## src/hdl/lvps_pkg.sv

```systemverilog
// Package for the latching valve pulse sequencer: widths, phase and command
// codes, register indexes, configuration and result structures.
// Depends on nothing; every other file of the block refers to it by scope.
package lvps_pkg;

   localparam int CHANNELS    = 4;
   localparam int CH_IDX_W    = 2;
   localparam int NIBBLE_W    = 4;
   localparam int WORD_W      = 32;
   localparam int TICK_W      = 16;
   localparam int ADDR_W      = 4;
   localparam int CSR_INDEX_W = 4;
   localparam int CSR_DATA_W  = 16;

   localparam logic [NIBBLE_W-1:0] CH_MASK = NIBBLE_W'((1 << CHANNELS) - 1);

   localparam logic [ADDR_W-1:0] RST_NODE_ADDRESS    = 4'd1;
   localparam logic [TICK_W-1:0] RST_ON_PHASE_TICKS  = 16'd100;
   localparam logic [TICK_W-1:0] RST_OFF_PULSE_TICKS = 16'd50;
   localparam logic [TICK_W-1:0] RST_OFF_GAP_TICKS   = 16'd5;

   localparam logic CMD_TICK       = 1'b0;
   localparam logic CMD_STATE_WORD = 1'b1;

   typedef enum logic [CSR_INDEX_W-1:0] {
      CSR_NODE_ADDRESS    = 4'd0,
      CSR_ON_PHASE_TICKS  = 4'd1,
      CSR_OFF_PULSE_TICKS = 4'd2,
      CSR_OFF_GAP_TICKS   = 4'd3
   } csr_index_type;

   // Four phases per channel: first pulse, first gap, second pulse, second gap.
   typedef enum logic [2:0] {
      PH_IDLE    = 3'd0,
      PH_PULSE_A = 3'd1,
      PH_GAP_A   = 3'd2,
      PH_PULSE_B = 3'd3,
      PH_GAP_B   = 3'd4
   } phase_type;

   typedef struct packed {
      logic [ADDR_W-1:0] node_address;
      logic [TICK_W-1:0] on_phase_ticks;
      logic [TICK_W-1:0] off_pulse_ticks;
      logic [TICK_W-1:0] off_gap_ticks;
   } cfg_type;

   typedef struct packed {
      logic [NIBBLE_W-1:0] enable_pins;
      logic [NIBBLE_W-1:0] disable_pins;
      logic [NIBBLE_W-1:0] valve_state;
      logic                busy_res;
      logic                rejected;
      logic                persist_strobe;
      logic [NIBBLE_W-1:0] persist_value;
   } rsp_type;

   // A timing register of zero behaves as one tick.
   function automatic logic [TICK_W-1:0] load_count(input logic [TICK_W-1:0] v);
      return (v == '0) ? TICK_W'(1) : v;
   endfunction

endpackage

```

## src/hdl/lvps_if.sv

```systemverilog
// Handshake channels of the latching valve pulse sequencer: request,
// response and register write. Depends on lvps_pkg for the field widths.

interface lvps_req_if;
   logic                             valid;
   logic                             ready;
   logic                             command;
   logic [lvps_pkg::WORD_W-1:0]      state_word;

   modport source (output valid, command, state_word, input ready);
   modport sink   (input valid, command, state_word, output ready);
endinterface

interface lvps_rsp_if;
   logic                             valid;
   logic                             ready;
   logic [lvps_pkg::NIBBLE_W-1:0]    enable_pins;
   logic [lvps_pkg::NIBBLE_W-1:0]    disable_pins;
   logic [lvps_pkg::NIBBLE_W-1:0]    valve_state;
   logic                             busy_res;
   logic                             rejected;
   logic                             persist_strobe;
   logic [lvps_pkg::NIBBLE_W-1:0]    persist_value;

   modport source (output valid, enable_pins, disable_pins, valve_state, busy_res,
                   rejected, persist_strobe, persist_value, input ready);
   modport sink   (input valid, enable_pins, disable_pins, valve_state, busy_res,
                   rejected, persist_strobe, persist_value, output ready);
endinterface

interface lvps_csr_if;
   logic                             valid;
   logic                             ready;
   logic [lvps_pkg::CSR_INDEX_W-1:0] index;
   logic [lvps_pkg::CSR_DATA_W-1:0]  data;

   modport source (output valid, index, data, input ready);
   modport sink   (input valid, index, data, output ready);
endinterface

```

## src/hdl/lvps_seq.sv

```systemverilog
// Pulse sequencing core: valve state, per-channel phase machine and tick timer.
// Depends on lvps_pkg; gives the result of each request combinationally, before its state is registered.
module lvps_seq (
   input  logic                          clock,
   input  logic                          reset,
   input  logic                          step,
   input  logic                          command,
   input  logic [lvps_pkg::WORD_W-1:0]   state_word,
   input  lvps_pkg::cfg_type             cfg,
   output lvps_pkg::rsp_type             result
);

   lvps_pkg::phase_type                phase_ff, phase_in;
   logic [lvps_pkg::CH_IDX_W-1:0]      active_ff, active_in;
   logic [lvps_pkg::NIBBLE_W-1:0]      target_ff, target_in;
   logic [lvps_pkg::NIBBLE_W-1:0]      pending_ff, pending_in;
   logic [lvps_pkg::NIBBLE_W-1:0]      current_ff, current_in;
   logic [lvps_pkg::TICK_W-1:0]        countdown_ff, countdown_in;

   logic                               busy;
   logic                               start;
   logic                               load;
   logic                               turn_on;
   logic                               rejected;
   logic                               strobe;
   logic [2:0]                         nibble_sel;
   logic [lvps_pkg::NIBBLE_W-1:0]      nibble;
   logic [lvps_pkg::TICK_W-1:0]        countdown_dec;
   logic [lvps_pkg::NIBBLE_W-1:0]      active_bit;
   logic [lvps_pkg::NIBBLE_W-1:0]      enable_levels;
   logic [lvps_pkg::NIBBLE_W-1:0]      disable_levels;

   always_comb begin
      busy          = (phase_ff != lvps_pkg::PH_IDLE);
      phase_in      = phase_ff;
      active_in     = active_ff;
      target_in     = target_ff;
      pending_in    = pending_ff;
      current_in    = current_ff;
      countdown_in  = countdown_ff;
      start         = 1'b0;
      load          = 1'b0;
      rejected      = 1'b0;
      strobe        = 1'b0;
      // Node n owns nibble n-1, taken modulo eight.
      nibble_sel    = cfg.node_address[2:0] - 3'd1;
      nibble        = state_word[{nibble_sel, 2'b00} +: lvps_pkg::NIBBLE_W];
      countdown_dec = countdown_ff - lvps_pkg::TICK_W'(1);

      if (command == lvps_pkg::CMD_STATE_WORD) begin
         if (busy) begin
            rejected = 1'b1;
         end else begin
            target_in  = nibble & lvps_pkg::CH_MASK;
            pending_in = (target_in ^ current_ff) & lvps_pkg::CH_MASK;
            start      = 1'b1;
         end
      end else if (busy) begin
         countdown_in = countdown_dec;
         if (countdown_dec == '0) begin
            if (phase_ff != lvps_pkg::PH_GAP_B) begin
               phase_in = lvps_pkg::phase_type'(phase_ff + 3'd1);
               load     = 1'b1;
            end else begin
               current_in[active_ff] = target_ff[active_ff];
               pending_in[active_ff] = 1'b0;
               start                 = 1'b1;
            end
         end
      end

      // Pick the lowest pending channel, or finish the sequence.
      if (start) begin
         if (pending_in != '0) begin
            for (int i = lvps_pkg::CHANNELS - 1; i >= 0; i--) begin
               if (pending_in[i]) begin
                  active_in = lvps_pkg::CH_IDX_W'(i);
               end
            end
            phase_in = lvps_pkg::PH_PULSE_A;
            load     = 1'b1;
         end else begin
            phase_in     = lvps_pkg::PH_IDLE;
            countdown_in = '0;
            strobe       = 1'b1;
         end
      end

      turn_on = target_in[active_in];
      if (load) begin
         if (turn_on) begin
            countdown_in = lvps_pkg::load_count(cfg.on_phase_ticks);
         end else if (phase_in == lvps_pkg::PH_PULSE_A || phase_in == lvps_pkg::PH_PULSE_B) begin
            countdown_in = lvps_pkg::load_count(cfg.off_pulse_ticks);
         end else begin
            countdown_in = lvps_pkg::load_count(cfg.off_gap_ticks);
         end
      end

      // Pin levels follow from the phase: turn-on drives DIS first, turn-off EN.
      active_bit     = lvps_pkg::NIBBLE_W'(1) << active_in;
      enable_levels  = '0;
      disable_levels = '0;
      if (phase_in == lvps_pkg::PH_PULSE_A) begin
         if (turn_on) disable_levels = active_bit;
         else         enable_levels  = active_bit;
      end else if (phase_in == lvps_pkg::PH_PULSE_B) begin
         if (turn_on) enable_levels  = active_bit;
         else         disable_levels = active_bit;
      end

      result.enable_pins    = enable_levels;
      result.disable_pins   = disable_levels;
      result.valve_state    = current_in;
      result.busy_res       = (phase_in != lvps_pkg::PH_IDLE);
      result.rejected       = rejected;
      result.persist_strobe = strobe;
      result.persist_value  = strobe ? target_in : '0;
   end

   always_ff @(posedge clock) begin
      if (reset) begin
         phase_ff     <= lvps_pkg::PH_IDLE;
         active_ff    <= '0;
         target_ff    <= '0;
         pending_ff   <= '0;
         current_ff   <= '0;
         countdown_ff <= '0;
      end else if (step) begin
         phase_ff     <= phase_in;
         active_ff    <= active_in;
         target_ff    <= target_in;
         pending_ff   <= pending_in;
         current_ff   <= current_in;
         countdown_ff <= countdown_in;
      end
   end

endmodule

```

## src/hdl/latching_valve_pulse_sequencer.sv

```systemverilog
// Top level of the latching valve pulse sequencer: register file, response
// register and handshakes. Depends on lvps_pkg, lvps_if.sv and lvps_seq.
//
//   channel | port | direction | payload
//   --------+------+-----------+---------------------------------------------
//   request | req  | in        | command, state_word
//   result  | rsp  | out       | pins, valve_state, busy_res, rejected, persist
//   regs    | csr  | in        | index, data (always ready)
//
// The sequencing logic works combinationally between the state registers
// and the response register, so one request is taken per clock whenever
// the response register is empty or being emptied.
// A response appears on rsp the cycle after its request is accepted.
// Synchronous reset clears the valve state, the phase machine and the
// registers to their defaults; rsp is empty after reset.
// A stalled response holds, and req.ready drops until it is taken.
module latching_valve_pulse_sequencer (
   input  logic        clock,
   input  logic        reset,
   lvps_req_if.sink    req,
   lvps_rsp_if.source  rsp,
   lvps_csr_if.sink    csr
);

   lvps_pkg::cfg_type  cfg_ff;
   lvps_pkg::rsp_type  rsp_ff;
   lvps_pkg::rsp_type  rsp_in;
   logic               rsp_valid_ff;
   logic               req_accept;

   // The response register is the only stage, so a request may enter as soon
   // as the previous response leaves in the same cycle.
   assign req.ready  = !rsp_valid_ff || rsp.ready;
   assign req_accept = req.valid && req.ready;
   assign csr.ready  = 1'b1;

   // Register writes to indexes beyond the list are ignored.
   always_ff @(posedge clock) begin
      if (reset) begin
         cfg_ff.node_address    <= lvps_pkg::RST_NODE_ADDRESS;
         cfg_ff.on_phase_ticks  <= lvps_pkg::RST_ON_PHASE_TICKS;
         cfg_ff.off_pulse_ticks <= lvps_pkg::RST_OFF_PULSE_TICKS;
         cfg_ff.off_gap_ticks   <= lvps_pkg::RST_OFF_GAP_TICKS;
      end else if (csr.valid) begin
         case (csr.index)
            lvps_pkg::CSR_NODE_ADDRESS: begin
               cfg_ff.node_address <= csr.data[lvps_pkg::ADDR_W-1:0];
            end
            lvps_pkg::CSR_ON_PHASE_TICKS: begin
               cfg_ff.on_phase_ticks <= csr.data[lvps_pkg::TICK_W-1:0];
            end
            lvps_pkg::CSR_OFF_PULSE_TICKS: begin
               cfg_ff.off_pulse_ticks <= csr.data[lvps_pkg::TICK_W-1:0];
            end
            lvps_pkg::CSR_OFF_GAP_TICKS: begin
               cfg_ff.off_gap_ticks <= csr.data[lvps_pkg::TICK_W-1:0];
            end
            default: begin
            end
         endcase
      end
   end

   // The core advances its state only on an accepted request and gives the
   // result of that request combinationally.
   lvps_seq u_seq (
      .clock      (clock),
      .reset      (reset),
      .step       (req_accept),
      .command    (req.command),
      .state_word (req.state_word),
      .cfg        (cfg_ff),
      .result     (rsp_in)
   );

   always_ff @(posedge clock) begin
      if (reset) begin
         rsp_valid_ff <= 1'b0;
      end else if (req_accept) begin
         rsp_valid_ff <= 1'b1;
      end else if (rsp.ready) begin
         rsp_valid_ff <= 1'b0;
      end
   end

   // The payload needs no reset; it is loaded with every accepted request.
   always_ff @(posedge clock) begin
      if (req_accept) begin
         rsp_ff <= rsp_in;
      end
   end

   assign rsp.valid          = rsp_valid_ff;
   assign rsp.enable_pins    = rsp_ff.enable_pins;
   assign rsp.disable_pins   = rsp_ff.disable_pins;
   assign rsp.valve_state    = rsp_ff.valve_state;
   assign rsp.busy_res       = rsp_ff.busy_res;
   assign rsp.rejected       = rsp_ff.rejected;
   assign rsp.persist_strobe = rsp_ff.persist_strobe;
   assign rsp.persist_value  = rsp_ff.persist_value;

`ifndef SYNTHESIS
   // A finished sequence leaves the block idle.
   a_strobe_idle: assert property (@(posedge clock) disable iff (reset)
      rsp_valid_ff && rsp_ff.persist_strobe |-> !rsp_ff.busy_res)
      else $error("persist strobe while still busy");

   // A dropped state word never advances timing, so the block is still busy.
   a_reject_busy: assert property (@(posedge clock) disable iff (reset)
      rsp_valid_ff && rsp_ff.rejected |-> rsp_ff.busy_res)
      else $error("request rejected while idle");

   // At most one coil pin is driven at any time.
   a_one_pin: assert property (@(posedge clock) disable iff (reset)
      rsp_valid_ff |-> $onehot0({rsp_ff.enable_pins, rsp_ff.disable_pins}))
      else $error("more than one coil pin driven");

   // Reset empties the response register.
   a_reset_empty: assert property (@(posedge clock)
      reset |=> !rsp_valid_ff)
      else $error("response valid after reset");
`endif

endmodule

```

## src/flat_wrapper.sv

```systemverilog
// flat-port wrapper written by rule: the top's interface ports become plain ports
module latching_valve_pulse_sequencer_flat 
  (clock, reset, req_valid, req_command, req_state_word, req_ready, rsp_valid, rsp_enable_pins, rsp_disable_pins, rsp_valve_state, rsp_busy_res, rsp_rejected, rsp_persist_strobe, rsp_persist_value, rsp_ready, csr_valid, csr_index, csr_data, csr_ready);
  lvps_req_if req_i ();
  lvps_rsp_if rsp_i ();
  lvps_csr_if csr_i ();
  input  logic clock;
  input  logic reset;
  input wire logic [$bits(req_i.valid)-1:0] req_valid;
  input wire logic [$bits(req_i.command)-1:0] req_command;
  input wire logic [$bits(req_i.state_word)-1:0] req_state_word;
  output wire logic [$bits(req_i.ready)-1:0] req_ready;
  output wire logic [$bits(rsp_i.valid)-1:0] rsp_valid;
  output wire logic [$bits(rsp_i.enable_pins)-1:0] rsp_enable_pins;
  output wire logic [$bits(rsp_i.disable_pins)-1:0] rsp_disable_pins;
  output wire logic [$bits(rsp_i.valve_state)-1:0] rsp_valve_state;
  output wire logic [$bits(rsp_i.busy_res)-1:0] rsp_busy_res;
  output wire logic [$bits(rsp_i.rejected)-1:0] rsp_rejected;
  output wire logic [$bits(rsp_i.persist_strobe)-1:0] rsp_persist_strobe;
  output wire logic [$bits(rsp_i.persist_value)-1:0] rsp_persist_value;
  input wire logic [$bits(rsp_i.ready)-1:0] rsp_ready;
  input wire logic [$bits(csr_i.valid)-1:0] csr_valid;
  input wire logic [$bits(csr_i.index)-1:0] csr_index;
  input wire logic [$bits(csr_i.data)-1:0] csr_data;
  output wire logic [$bits(csr_i.ready)-1:0] csr_ready;
  assign req_i.valid = req_valid;
  assign req_i.command = req_command;
  assign req_i.state_word = req_state_word;
  assign req_ready = req_i.ready;
  assign rsp_valid = rsp_i.valid;
  assign rsp_enable_pins = rsp_i.enable_pins;
  assign rsp_disable_pins = rsp_i.disable_pins;
  assign rsp_valve_state = rsp_i.valve_state;
  assign rsp_busy_res = rsp_i.busy_res;
  assign rsp_rejected = rsp_i.rejected;
  assign rsp_persist_strobe = rsp_i.persist_strobe;
  assign rsp_persist_value = rsp_i.persist_value;
  assign rsp_i.ready = rsp_ready;
  assign csr_i.valid = csr_valid;
  assign csr_i.index = csr_index;
  assign csr_i.data = csr_data;
  assign csr_ready = csr_i.ready;
  latching_valve_pulse_sequencer u_core (.clock(clock), .reset(reset), .req(req_i), .rsp(rsp_i), .csr(csr_i));
endmodule
```

## config.mk

```make
export PLATFORM = sky130hd
export DESIGN_NAME = latching_valve_pulse_sequencer_flat
export DESIGN_NICKNAME = d
export VERILOG_FILES = /design/src/hdl/lvps_pkg.sv /design/src/hdl/lvps_if.sv /design/src/hdl/lvps_seq.sv /design/src/hdl/latching_valve_pulse_sequencer.sv /design/src/flat_wrapper.sv
export SDC_FILE = /design/constraint.sdc
export NUM_CORES = 1
export LEC_CHECK = 0
export BUFFER_PORTS_ARGS = -buffer_cell sky130_fd_sc_hd__buf_2
export CAP_MARGIN = 20
export CELL_PAD_IN_SITES_DETAIL_PLACEMENT = 0
export CELL_PAD_IN_SITES_GLOBAL_PLACEMENT = 1
export CORE_MARGIN = 2
export CORE_UTILIZATION = 40
export CTS_BUF_LIST = sky130_fd_sc_hd__clkbuf_8
export CTS_CLUSTER_DIAMETER = 120
export DETAILED_ROUTE_END_ITERATION = 16
export PLACE_DENSITY = 0.84
export SETUP_SLACK_MARGIN = 0.2
export SLEW_MARGIN = 5
export SYNTH_ARGS = -nofsm -noshare
export SYNTH_HDL_FRONTEND = slang
export SYNTH_SLANG_ARGS = --single-unit
```

## constraint.sdc

```tcl
create_clock -name clock -period 4.5 [get_ports clock]
set_clock_uncertainty 0.2 [all_clocks]
set_input_delay 0.45 -clock clock [delete_from_list [all_inputs] [get_ports clock]]
set_output_delay 0.45 -clock clock [all_outputs]
set_load 0.005 [all_outputs]
```

==> results by stage, run 1 <==
Global route:
- Global routing used 20.6% of the available tracks.
- The initial antenna violation count came to 0.
- Entering global routing, the biggest net connects 75 pins.
- The first-pass GRT wire length is 26.4 mm.
- The remaining global-route overflow is 0.
- The number of global-route vias before repair is 5170.

Die:
- The floorplan step set the die width to 125 um.
- The area of the core is 14500 um^2.
- The area of the die is 15700 um^2.
- In this run the count of I/O pins placed on the die edge is 80.
- The effective utilization at floorplan is 40.7%.
- The number of rows created at floorplan is 44.
- The die is 125 um tall.

Setup path:
- The cell family contributing the most delay on the critical path is simple AND/OR/NAND/NOR gates.
- On the critical path, the stage with the largest delay is an instance of or3_1.
- The worst register-to-register path has a setup slack of 0.39 ns.
- The critical register-to-register path endpoint is u_core.rsp.disable_pins[1]$_DFFE_PP_.
- The worst setup path is captured at a flop.
- In this run the number of cells on the critical path is 13.
- On the worst path, the slowest cell contributes a delay of 0.50 ns.
- The worst reg2reg path startpoint is u_core.u_seq.countdown_ff[7]$_SDFFE_PP0P_.
- The number of cells on the worst reg-to-reg path is 13.
- The kind of launch point of the worst setup path is a flop.
- Walking the worst path, the cells encountered are or3_4, or4_4, or3_1, a41oi_2, a41oi_2, o22ai_2, mux2i_1, buf_4, o21ai_4, buf_12, buf_4, a22oi_1, nor2_1.
- The worst path arrival time is 4.05 ns.
- The critical-path maximum fanout is 13.
- The count of buffer and inverter cells on the critical path is 3.
- For the worst setup path, the data required time is 4.44 ns.
- The capture point of the critical path is u_core.rsp.disable_pins[1]$_DFFE_PP_.
- Tracing the worst setup path back leads to its startpoint at u_core.u_seq.countdown_ff[7]$_SDFFE_PP0P_.
- The critical path is of the flop to flop type.

Cells and area:
- The final core utilization is 46.8%.
- The total non-filler cell area in the finished layout is 6780 um^2.
- The layout has 1426 filler cells.
- The final layout contains 844 nets.
- The number of antenna diodes in the final layout is 0.
- The layout overhead on the synthesized area is 15.2%.
- The proportion of layout cells with a drive suffix above 1 is 22.4%.

Clock network:
- The number of clock buffers added by TritonCTS is 9.
- The clock sink count is 104.
- The clock-pin slew of the registers on the worst-case setup and hold paths is 0.11 ns.
- The clock passes through at most 2 buffers.
- The hold buffer count at cts is 0.
- The clock latency of the later-clocked register in the worst-skew pair is 0.39 ns.
- CTS built an H-tree with a depth of 3.
- The clock tree root buffer cell is clkbuf_8.
- The clock tree from TritonCTS is done.

Yosys:
- The gate count after technology mapping is 704.
- The number of nets in the synthesized netlist is 767.
- The per-instance average area after synthesis is 8.37 um^2.
- The synthesized netlist occupies a cell area of 5890 um^2.
- The number of warnings reported in the yosys synthesis log is 0.
- The sequential element share of the synthesized area is 38.6%.
- The count of distinct cell types in the synthesized netlist is 71.
- In the post-synthesis netlist, the biggest area contributors are dfxtp_1 29%, edfxtp_1 9.7%, nand2_1 8.2%.
- The number of flops mapped to enable cells by yosys is 19.
- For this run, asynchronously set or reset flops after synthesis account for 0%.
- The library cell with the largest summed area after synthesis is dfxtp_1.
- The commonest register cell after synthesis is dfxtp_1.
- Synthesis inferred 104 register bits.
- In this run the biggest area consumer among cell types represents 28.9% of the synthesized area.

Routing:
- The first-pass detailed-route iteration total is 8.
- The number of DRC violations after detailed routing is 0.
- The sum of routed wire length over all layers is 16.0 mm.
- The total number of vias is 5450.
- The via density per instance is 5.62.
- The detail route stage leaves a number of antenna-violating nets equal to 0.
- Dividing the detail-routed wire length by the instance count gives 16.5 um.
- The first routing iteration left 335 violations.

Timing:
- The total negative setup slack is 0 ns.
- The number of failing hold endpoints at the final stage is 0.
- The transition at the pin with the smallest max-transition slack is 0.823 ns.
- The smallest clock period supported by the final layout is computed as 4.11 ns.
- The worst slew margin relative to its limit is 45.2%.
- Setup violations remaining at the end of the flow were counted as 0.
- Setup repair after global routing left no endpoint under its margin.
- Hold timing on the final database bottoms out at a slack of 0.0869 ns.
- The fmax is 243 MHz.
- The number of pins exceeding their max-slew limit in the final report came to 0.
- The portion of the clock cycle consumed by the worst path in the final layout is 91.4%.

Placed design:
- The instance area after placement is 6520 um^2.
- The wire-length estimate of the detail-placed layout is 11.6 mm.
- The congestion estimate from routability-driven global placement came to 0.951.
- The count of buffers from port buffering is 78.

Worst hold path:
- The classification of the worst-slack hold path is input pin to flop.
- The beginning of the worst hold path is req_valid.

Power and ir drop:
- The design draws 0.00214 W.
- The static leakage power is 2.67 nW.
- The power density over the cells is 316 nW/um^2.
- VDD sags by at most 0.244 mV.

Flow run:
- Max-cap violations in this run came to 0.

Run status:
- The run finished with clean final reports.
[power by group]
| group | switching, W | total (W) | internal (W) |
|---|---|---|---|
| combinational | 0.000301 | 0.000542 | 0.000241 |
| sequential | 0.0000345 | 0.00102 | 0.000988 |
| clock | 0.000353 | 0.000577 | 0.000224 |
| total | 0.000688 | 0.00214 | 0.00145 |
[cell usage in the layout, fill, tap and decap left out, drive strengths merged, types with 6 or more instances in the layout]
| master | n |
|---|---|
| nand3 | 17 |
| a21oi | 69 |
| o21a | 8 |
| clkbuf | 10 |
| edfxtp | 19 |
| o21ai | 24 |
| nand2b | 8 |
| xor2 | 6 |
| nor2 | 58 |
| nor3 | 32 |
| buf | 109 |
| nand2 | 128 |
| inv | 20 |
| o22ai | 15 |
| or3 | 7 |
| nand4 | 8 |
| xnor2 | 12 |
| dfxtp | 85 |
| mux2 | 26 |
| mux2i | 30 |
| nor4 | 16 |
| mux4 | 7 |
[worst min-delay path by stage]
stage / end / cells past startpoint
3_3_place_gp: u_core.cfg_ff[16]$_SDFFE_PP0P_ / 2
6_report: u_core.rsp.valid$_SDFFE_PP0P_ / 3
2_1_floorplan: u_core.cfg_ff[16]$_SDFFE_PP0P_ / 2
4_1_cts: u_core.rsp.valid$_SDFFE_PP0P_ / 3
3_5_place_dp: u_core.cfg_ff[32]$_SDFFE_PP0P_ / 2
5_1_grt: u_core.rsp.valid$_SDFFE_PP0P_ / 3
[sequential cells by signal (all words and copies together) (netlist names)]
| register | cells |
|---|---|
| u_core.cfg_ff | 51 |
| u_core.u_seq.countdown_ff | 16 |
| u_core.rsp.disable_pins | 4 |
| u_core.rsp.enable_pins | 4 |
| u_core.rsp.persist_value | 4 |
| u_core.rsp.valve_state | 4 |
| u_core.u_seq.current_ff | 4 |
| u_core.u_seq.pending_ff | 4 |
| u_core.u_seq.target_ff | 4 |
| u_core.u_seq.phase_ff | 3 |
| u_core.u_seq.active_ff | 2 |
| u_core.rsp.busy_res | 1 |
| u_core.rsp.persist_strobe | 1 |
| u_core.rsp.rejected | 1 |
| u_core.rsp.valid | 1 |
[synth_stat cells, drive strengths merged, types with 4 or more instances]
cell,instances
xnor2,12
nand2b,8
mux4,7
inv,17
o21ai,24
a22oi,5
dfxtp,85
buf,9
nor4,16
edfxtp,19
a41oi,4
xor2,6
mux2i,30
a21oi,69
o21a,8
nand2,128
nor2,58
o22ai,15
nand4,8
nor3,32
or3,7
nand3,17
ha,5
mux2,26
clkbuf,34
o211ai,5
[stage by stage]
step / setup slack (ns) / cells
2_1_floorplan: 0.374 / 704
3_3_place_gp: 0.368 / 949
3_5_place_dp: 0.270 / 950
4_1_cts: 0.249 / 966
5_1_grt: 0.209 / 970
6_report: 0.387 / 970
[area by class of cell]
cell class,instances,area [um^2],area share (%)
clock buffers,10,138,2.03
repair buffers,109,636,9.37
inverters,18,67.6,0.996
well taps,184,230,3.39
multi-input cells,539,3390,50.0
flip-flops and latches,104,2270,33.5
clock inverters,6,48.8,0.719
[cells by family after synthesis]
family | count (synthesis) | share of synthesized area (%)
simple gates | 296 | 23.3
compound gates | 156 | 17.2
flops | 104 | 38.6
mux | 63 | 12.7
buf+inv | 61 | 4.42
xor+xnor | 18 | 2.68
fa+ha+maj | 5 | 1.06
other cells | 1 | 0.0637
[worst min-delay path: stages]
cell	delay, ns
buf_2	0.10
inv_1	0.04
a21oi_1	0.05
[what timing repair did]
| item | 4_1_cts | 5_1_grt |
|---|---|---|
| resized for setup | 0 | 4 |
| setup endpoints to repair | 0 | 21 |
| buffers inserted | 0 | 4 |
[per-layer routing]
layer,GRT usage (%),vias up,share of wire (%),routed length (um)
li1,-,2672,-,-
met5,0,-,0,0
met4,6.80,0,1.8,294
met2,33.3,174,46,7430
met3,3.55,24,5.4,863
met1,28.2,2580,46,7410
Note: power is estimated with default switching activity, not from simulation.
==> inputs of run 2 (changes only) <==
--- a/config.mk
+++ b/config.mk
@@ -9,12 +9,12 @@
 export CAP_MARGIN = 20
 export CELL_PAD_IN_SITES_DETAIL_PLACEMENT = 0
 export CELL_PAD_IN_SITES_GLOBAL_PLACEMENT = 1
-export CORE_MARGIN = 2
 export CORE_UTILIZATION = 40
 export CTS_BUF_LIST = sky130_fd_sc_hd__clkbuf_8
 export CTS_CLUSTER_DIAMETER = 120
+export CTS_CLUSTER_SIZE = 8
 export DETAILED_ROUTE_END_ITERATION = 16
-export PLACE_DENSITY = 0.84
+export PLACE_DENSITY = 0.81
 export SETUP_SLACK_MARGIN = 0.2
 export SLEW_MARGIN = 5
 export SYNTH_ARGS = -nofsm -noshare
==> constraint.sdc (replaced) <==
create_clock -name clock -period 4.6 [get_ports clock]
set_clock_uncertainty 0.2 [all_clocks]
set_input_delay 0.46 -clock clock [delete_from_list [all_inputs] [get_ports clock]]
set_output_delay 0.46 -clock clock [all_outputs]
set_load 0.005 [all_outputs]
==> run 2 against run 1 <==
  * Critical endpoint is now u_core.u_seq.countdown_ff[4]$_SDFFE_PP0P_
  * Clock power increased by 18%
  * Clock-buffer cell count decreased by 1
  * Wire length rose by 4.0%
  * Hold slack gained 0.026 ns
  * Design area is 0.39% higher
  * Global-route usage increased by 2.2 points
  * Via count rose by 1.1%
  * First-iteration DRC count increased by 12%
==> results by stage, run 2 (same netlist as run 1, synthesis figures left out) <==
Run status:
- The run finished with clean final reports.

Die:
- The area of the core is 14100 um^2 (-2.6%).
- The die height was 123 um (-1.6%).
- The width of the die is 123 um (-1.6%).
- The count of pins on the block boundary is 80 (unchanged).
- The area of the die is 15200 um^2 (-3.2%).
- The number of rows created at floorplan is 43 (-2.3%).
- The effective utilization at floorplan is 41.8% (+1.1 points).

Cells and area:
- The proportion of layout cells with a drive suffix above 1 is 22.2% (-0.17 points).
- The number of flip-flops under the largest register name is 51 (unchanged).
- The largest registers in the layout are u_core.cfg_ff x51, u_core.u_seq.countdown_ff x16.
- The count of fill cells added during filler insertion came to 1377 (-3.4%).
- The most common cell after layout, fill and taps aside is nand2_1.
- The total number of nets in the final design is 841 (-0.36%).
- The number of standard cells in the layout, taps in and fillers out is 963 (-0.72%).
- The number of diodes was 0 (unchanged).
- The layout overhead on the synthesized area is 15.6%.
- In the layout the commonest cells are 128 x nand2_1, 85 x dfxtp_1, 78 x buf_2.
- The top register by number of flip-flops is u_core.cfg_ff.

Routing:
- The number of DRC violations after detailed routing is 0 (unchanged).
- The DRC marker count from the first detailed-route iteration is 375 (+12%).
- The total number of vias is 5508 (+1.1%).
- The sum of routed wire length over all layers is 16.6 mm (+4.0%).
- The average wire per standard cell is 17.3 um (+4.8%).
- The via density per instance is 5.72 (+1.8%).
- The final antenna-violating net count is 0 (unchanged).
- The first-pass detailed-route iteration total was 5 (-3).

Clock network:
- The clock latency of the later-clocked register in the worst-skew pair is 0.39 ns (about the same).
- The clock tree root buffer cell is clkbuf_8.
- The clock tree from TritonCTS is done.
- The maximum count of clock buffers along a single path is 2 (unchanged).
- The total CTS buffers came to 9 (unchanged).
- The number of levels the H-tree was split into is 3 (unchanged).
- The clock-pin slew of the registers on the worst-case setup and hold paths is 0.11 ns (about the same).
- The clock sink count was 104 (unchanged).
- The hold buffer count at cts was 0 (unchanged).

Placed design:
- The routability congestion estimate from global placement is 0.915 (-3.8%).
- The post-placement worst setup slack is 0.306 ns (+0.0359 ns).
- The HPWL reported at the end of detailed placement is 12.1 mm (+4.4%).
- The count of buffers from port buffering is 78 (unchanged).
- The post-placement cell count was 941 (-0.95%).

Flow run:
- The number of maximum-capacitance constraint violations was 0 (unchanged).

Timing:
- The total negative setup slack came to 0 ns (unchanged).
- The number of setup violations in the final report is 0 (unchanged).
- The slack of the critical path is 0.325 ns (-0.0624 ns).
- The number of pins exceeding their max-slew limit in the final report is 0 (unchanged).
- The worst slew margin relative to its limit is 44.2% (-0.92 points).
- The minimum clock period came to 4.28 ns (+0.162 ns).
- The transition at the pin with the smallest max-transition slack is 0.836 ns (+0.0138 ns).
- The portion of the clock cycle consumed by the worst path in the final layout is 92.9% (+1.5 points).
- Setup repair after global routing left no endpoint under its margin.
- The fmax is 234 MHz (-3.8%).
- The number of failing hold endpoints at the final stage was 0 (unchanged).

Setup path:
- The critical-path maximum fanout came to 16 (+3).
- The worst setup path is of the flop to flop kind.
- The timing startpoint of the critical path is u_core.u_seq.countdown_ff[1]$_SDFFE_PP0P_.
- The critical register-to-register path endpoint is u_core.u_seq.countdown_ff[4]$_SDFFE_PP0P_.
- In this run the critical register-to-register path is launched from u_core.u_seq.countdown_ff[1]$_SDFFE_PP0P_.
- The slack of the worst reg-to-reg path came to 0.32 ns (-0.06 ns).
- The kind of launch point of the worst setup path is a flop.
- The sort of element at the end of the critical path is a flop.
- The worst path arrival time was 4.36 ns (+0.31 ns).
- The number of cells on the worst reg-to-reg path is 13 (unchanged).
- The critical path data required time came to 4.69 ns (+0.25 ns).
- The capture point of the critical path is u_core.u_seq.countdown_ff[4]$_SDFFE_PP0P_.

Global route:
- The first-pass GRT wire length is 26.7 mm (+1.1%).
- The global-route usage over all layers is 22.8% (+2.2 points).
- The initial antenna violation count is 0 (unchanged).
- The remaining global-route overflow is 0 (unchanged).
- The largest net degree at the start of global routing is 75 (unchanged).
- The number of global-route vias before repair is 5158 (-0.23%).

Worst hold path:
- The path class of the tightest hold or removal check is input pin to flop.

Power and ir drop:
- The worst IR drop on VDD came to 0.249 mV (+2.1%).
- The static leakage power is 2.68 nW (+0.54%).
- The power density over the cells is 324 nW/um^2 (+2.5%).
==> run 2: cell types whose count changed in the layout (fill, tap and decap cells not counted), sizes merged <==
cell / delta
buf: -3
bufinv: +2
clkbuf: -1
clkinv: -1
==> run 2: metal layers <==
metal	routed length (um)	GRT usage, %
met4	291	7.23
met1	7480	29.1
met2	8110	38.5
met5	0	0
met3	765	4.43
==> run 2: repair_timing <==
action	in CTS	in global routing
endpoints found under the setup margin	0	20
setup buffers	0	5
gates resized for setup	0	3
==> run 2: critical path: stages (launching register included) <==
cell,delay (ns)
dfxtp_1,0.35
inv_1,0.09
ha_1,0.21
or4b_1,0.49
nor4_1,0.47
xnor2_2,0.26
nand4_1,0.14
or4b_2,0.63
a21oi_1,0.16
o21a_1,0.20
buf_12,0.17
mux2_2,0.36
mux2_2,0.27
o21a_1,0.17
==> run 2: how the worst min path moves through the flow <==
| stage | endpoint | cells past startpoint | slack, ns | startpoint |
|---|---|---|---|---|
| floorplan | u_core.cfg_ff[16]$_SDFFE_PP0P_ | 2 | 0.24 | u_core.cfg_ff[16]$_SDFFE_PP0P_ |
| global placement | u_core.cfg_ff[32]$_SDFFE_PP0P_ | 2 | 0.25 | u_core.cfg_ff[32]$_SDFFE_PP0P_ |
| detailed placement | u_core.cfg_ff[32]$_SDFFE_PP0P_ | 2 | 0.25 | u_core.cfg_ff[32]$_SDFFE_PP0P_ |
| CTS | u_core.cfg_ff[38]$_SDFFE_PP1P_ | 3 | 0.09 | csr_data[6] |
| global route | u_core.cfg_ff[31]$_SDFFE_PP0P_ | 3 | 0.1 | csr_data[15] |
| finish | u_core.cfg_ff[38]$_SDFFE_PP1P_ | 3 | 0.11 | csr_data[6] |
==> run 2: layout make-up <==
cell class / count / area, um^2 / area share (%)
sequential: 104 / 2270 / 33.4
timing repair buffer: 106 / 633 / 9.30
tap: 180 / 225 / 3.31
clock inverter: 7 / 113 / 1.65
clock buffer: 9 / 124 / 1.82
inverter: 18 / 67.6 / 0.992
multi-input combinational: 539 / 3370 / 49.6
==> run 2: report_power, final <==
| group | leakage, nW | internal, W | switching [W] |
|---|---|---|---|
| clock | 0.120 | 0.000320 | 0.000361 |
| combinational | 1.68 | 0.000228 | 0.000293 |
| sequential | 0.882 | 0.000967 | 0.0000355 |
==> run 2: per-stage QoR <==
stage | cell area, um^2 | hold slack, ns | total power (W) | utilization [%]
after floorplan | 5890 | 0.236 | 0.00136 | -
final | 6810 | 0.113 | 0.00220 | 48.3
after CTS | 6730 | 0.0873 | 0.00218 | 47.7
after global routing | 6810 | 0.0966 | 0.00230 | 48.3
after global placement | 6480 | 0.245 | 0.00150 | 46.0
after detailed placement | 6490 | 0.252 | 0.00150 | 46.1
==> inputs of run 3 (changes only) <==
--- a/config.mk
+++ b/config.mk
@@ -5,6 +5,7 @@
 export SDC_FILE = /design/constraint.sdc
 export NUM_CORES = 1
 export LEC_CHECK = 0
+export ABC_AREA = 1
 export BUFFER_PORTS_ARGS = -buffer_cell sky130_fd_sc_hd__buf_2
 export CAP_MARGIN = 20
 export CELL_PAD_IN_SITES_DETAIL_PLACEMENT = 0
@@ -14,7 +15,7 @@
 export CTS_CLUSTER_DIAMETER = 120
 export CTS_CLUSTER_SIZE = 8
 export DETAILED_ROUTE_END_ITERATION = 16
-export PLACE_DENSITY = 0.81
+export PLACE_DENSITY = 0.83
 export SETUP_SLACK_MARGIN = 0.2
 export SLEW_MARGIN = 5
 export SYNTH_ARGS = -nofsm -noshare
==> run 3 against run 2 <==
  * Fmax grew 6.5%
  * Critical endpoint is now u_core.rsp.enable_pins[1]$_DFFE_PP_
  * Hold slack better by 0.0082 ns
  * Clock-buffer cell count grew 1
  * Synthesized area rose by 8.4%
  * Cell count grew 24%
  * Sequential power hardly changed
  * Non-clock buffer count is 18 lower
==> results by stage, run 3 <==
Clock network:
- CTS placed an instance of clkbuf_8 at the clock tree root.
- The clock sink count is 104 (unchanged).
- The number of levels the H-tree was split into is 3 (unchanged).
- TritonCTS built the clock tree.
- The clock-pin slew of the registers on the worst-case setup and hold paths is 0.11 ns (about the same).
- The post-cts sizing count is 0 (unchanged).
- The post-CTS repair timing setup buffer count is 0 (unchanged).
- The total CTS buffers was 9 (unchanged).
- The maximum count of clock buffers along a single path came to 2 (unchanged).
- The hold buffer count at cts is 0 (unchanged).
- The clock latency of the later-clocked register in the worst-skew pair is 0.39 ns (about the same).

Yosys:
- In the post-synthesis netlist, the cell with the most instances is inv_1.
- The gate count after technology mapping is 918 (+30%).
- The count of distinct cell types in the synthesized netlist is 46 (-35%).
- The cell area after technology mapping is 6380 um^2 (+8.4%).
- The sequential element share of the synthesized area was 35.6% (-3.0 points).
- The area share of the leading cell type in the synthesized netlist is 26.7% (-2.2 points).
- The per-instance average area after synthesis was 6.96 um^2 (-17%).
- The number of flops mapped to enable cells by yosys is 19 (unchanged).
- The number of synthesized register bits is 104 (unchanged).
- The net count of the mapped netlist is 981 (+28%).
- The share of synthesized registers carrying an async set or reset came to 0% (unchanged).
- The number of warnings reported in the yosys synthesis log is 0 (unchanged).
- Yosys attributes the largest share of cell area to dfxtp_1 27%, o21ai_0 10%, edfxtp_1 8.9%.
- Sorting the synthesized cells by how often they occur yields 138 x inv_1, 133 x o21ai_0, 132 x nand2_1.
- The library cell with the largest summed area after synthesis is dfxtp_1.
- In the synthesized netlist the dominant register cell turns out to be dfxtp_1.

Cells and area:
- The number of standard cells in the layout, taps in and fillers out is 1192 (+24%).
- The most common cell after layout, fill and taps aside is inv_1.
- In the layout the commonest cells are 137 x inv_1, 133 x o21ai_0, 132 x nand2_1.
- The number of diodes is 0 (unchanged).
- The top register by number of flip-flops is u_core.cfg_ff.
- The number of flip-flops under the largest register name was 51 (unchanged).
- The total number of nets in the final design came to 1039 (+24%).
- The final core utilization is 46.4% (-1.9 points).
- The largest registers in the layout are u_core.cfg_ff x51, u_core.u_seq.countdown_ff x16.
- The proportion of layout cells with a drive suffix above 1 was 19.3% (-3.0 points).
- The layout overhead on the synthesized area is 11.7%.

Power and ir drop:
- The static leakage power is 3.21 nW (+20%).
- The power density over the cells came to 328 nW/um^2 (+1.4%).
- The total design power is 0.00234 W (+6.2%).
- The worst IR drop on VDD is 0.156 mV (-37%).

Worst hold path:
- The path class of the tightest hold or removal check is input pin to flop.

Global route:
- The largest net degree at the start of global routing is 67 (-11%).
- The number of global-route vias before repair is 5316 (+3.1%).
- The first-pass GRT wire length is 26.9 mm (+0.57%).
- The remaining global-route overflow came to 0 (unchanged).
- The initial antenna violation count came to 0 (unchanged).
- The global-route usage over all layers is 20.7% (-2.1 points).

Placed design:
- The post-placement cell count came to 1176 (+25%).
- The routability congestion estimate from global placement is 0.894 (-2.3%).
- The HPWL reported at the end of detailed placement is 12.2 mm (+0.84%).
- The count of buffers from port buffering was 78 (unchanged).

Die:
- The number of rows created at floorplan is 45 (+4.7%).
- The width of the die came to 128 um (+4.1%).
- The die height came to 128 um (+4.1%).
- The area of the die is 16500 um^2 (+8.3%).
- The effective utilization at floorplan is 41.5% (-0.24 points).
- The count of pins on the block boundary was 80 (unchanged).
- The area of the core was 15400 um^2 (+9.0%).

Setup path:
- STA classifies the critical path startpoint as a flop.
- STA classifies the critical path endpoint as a flop.
- The worst path arrival time came to 4.05 ns (-0.31 ns).
- The critical path data required time was 4.64 ns (-0.05 ns).
- The critical-path maximum fanout was 19 (+3).
- The type of the worst setup path is flop to flop.

Routing:
- The first-pass detailed-route iteration total is 5 (unchanged).
- The number of DRC violations after detailed routing came to 0 (unchanged).
- The DRC marker count from the first detailed-route iteration is 357 (-4.8%).
- The via density per instance is 4.96 (-13%).
- The total number of vias is 5913 (+7.4%).
- The average wire per standard cell is 13.5 um (-22%).
- The sum of routed wire length over all layers came to 16.1 mm (-3.3%).
- The final antenna-violating net count is 0 (unchanged).

Timing:
- The minimum clock period was 4.01 ns (-0.262 ns).
- The number of setup violations in the final report was 0 (unchanged).
- The worst slew margin relative to its limit was 43.7% (-0.55 points).
- Setup repair after global routing left no endpoint under its margin.
- The worst hold slack is 0.121 ns (+0.00824 ns).
- The fmax is 249 MHz (+6.5%).
- The total negative setup slack is 0 ns (unchanged).
- The number of failing hold endpoints at the final stage is 0 (unchanged).
- The transition at the pin with the smallest max-transition slack was 0.842 ns (+0.00591 ns).
- The number of pins exceeding their max-slew limit in the final report is 0 (unchanged).
- The portion of the clock cycle consumed by the worst path in the final layout is 87.3% (-5.7 points).

Run status:
- The run finished with clean final reports.

Flow run:
- The number of maximum-capacitance constraint violations was 0 (unchanged).
==> run 3: stage by stage <==
step           cell area (um^2)  worst slack, ns
6_report                   7130            0.586
5_1_grt                    7130            0.229
4_1_cts                    7120            0.548
3_5_place_dp               6920            0.576
3_3_place_gp               6920            0.510
2_1_floorplan              6380             1.22
==> run 3: area by class of cell <==
class	count	area, um^2
fill	1621	8240
multi-input combinational	628	3380
sequential	104	2270
inverter	145	547
timing repair buffer	88	465
tap	211	264
clock buffer	10	138
clock inverter	6	65.1
==> run 3: worst paths after layout <==
path | depth (start not counted) | to | start | slack, ns
worst max-delay path | 21 | u_core.rsp.enable_pins[1]$_DFFE_PP_ | u_core.cfg_ff[48]$_SDFFE_PP1P_ | 0.59
worst min-delay path | 3 | u_core.cfg_ff[20]$_SDFFE_PP1P_ | csr_data[4] | 0.12
worst max register to register | 21 | u_core.rsp.enable_pins[1]$_DFFE_PP_ | u_core.cfg_ff[48]$_SDFFE_PP1P_ | 0.59
worst min register to register | 2 | u_core.cfg_ff[26]$_SDFFE_PP0P_ | u_core.cfg_ff[26]$_SDFFE_PP0P_ | 0.28
==> run 3: power by group <==
part | total, W | leakage [nW] | internal (W) | switching, W
combinational | 0.000714 | 2.22 | 0.000233 | 0.000481
clock | 0.000601 | 0.103 | 0.000269 | 0.000332
sequential | 0.00102 | 0.886 | 0.000982 | 0.0000426
total | 0.00234 | 3.21 | 0.00148 | 0.000856
==> run 3: cells by family after synthesis <==
family                   count (synthesis)  share of synthesized area [%]
multiplexers                             3                          0.490
AO/OA/AOI/OAI                          237                           20.3
AND/OR/NAND/NOR                        377                           30.2
buffers and inverters                  186                           11.6
adder cells (fa/ha/maj)                  5                          0.980
other                                    1                         0.0587
flip-flops                             104                           35.6
XOR/XNOR                                 5                          0.804
==> run 3: per-layer routing <==
metal / up-vias / track usage, % / routed length [um]
met2: 128 / 31.0 / 6900
met1: 2639 / 30.0 / 8320
met3: 17 / 3.20 / 579
met4: 0 / 7.61 / 302
met5: - / 0 / 0
li1: 3129 / - / -
==> run 3: worst max-delay path, cell delays in order, from the launching register on <==
cell	delay, ns
dfxtp_1	0.32
buf_4	0.20
inv_2	0.15
ha_2	0.50
o21ai_0	0.13
o211ai_1	0.19
nand2_1	0.17
a21oi_1	0.15
o21ai_1	0.07
o21ai_0	0.07
inv_1	0.05
nand2_1	0.15
nor2_4	0.07
nand2_2	0.08
nand2_1	0.10
a21oi_4	0.30
inv_4	0.10
nand2_8	0.16
nand2_8	0.17
nor3_1	0.33
nand2_1	0.09
o21ai_0	0.09
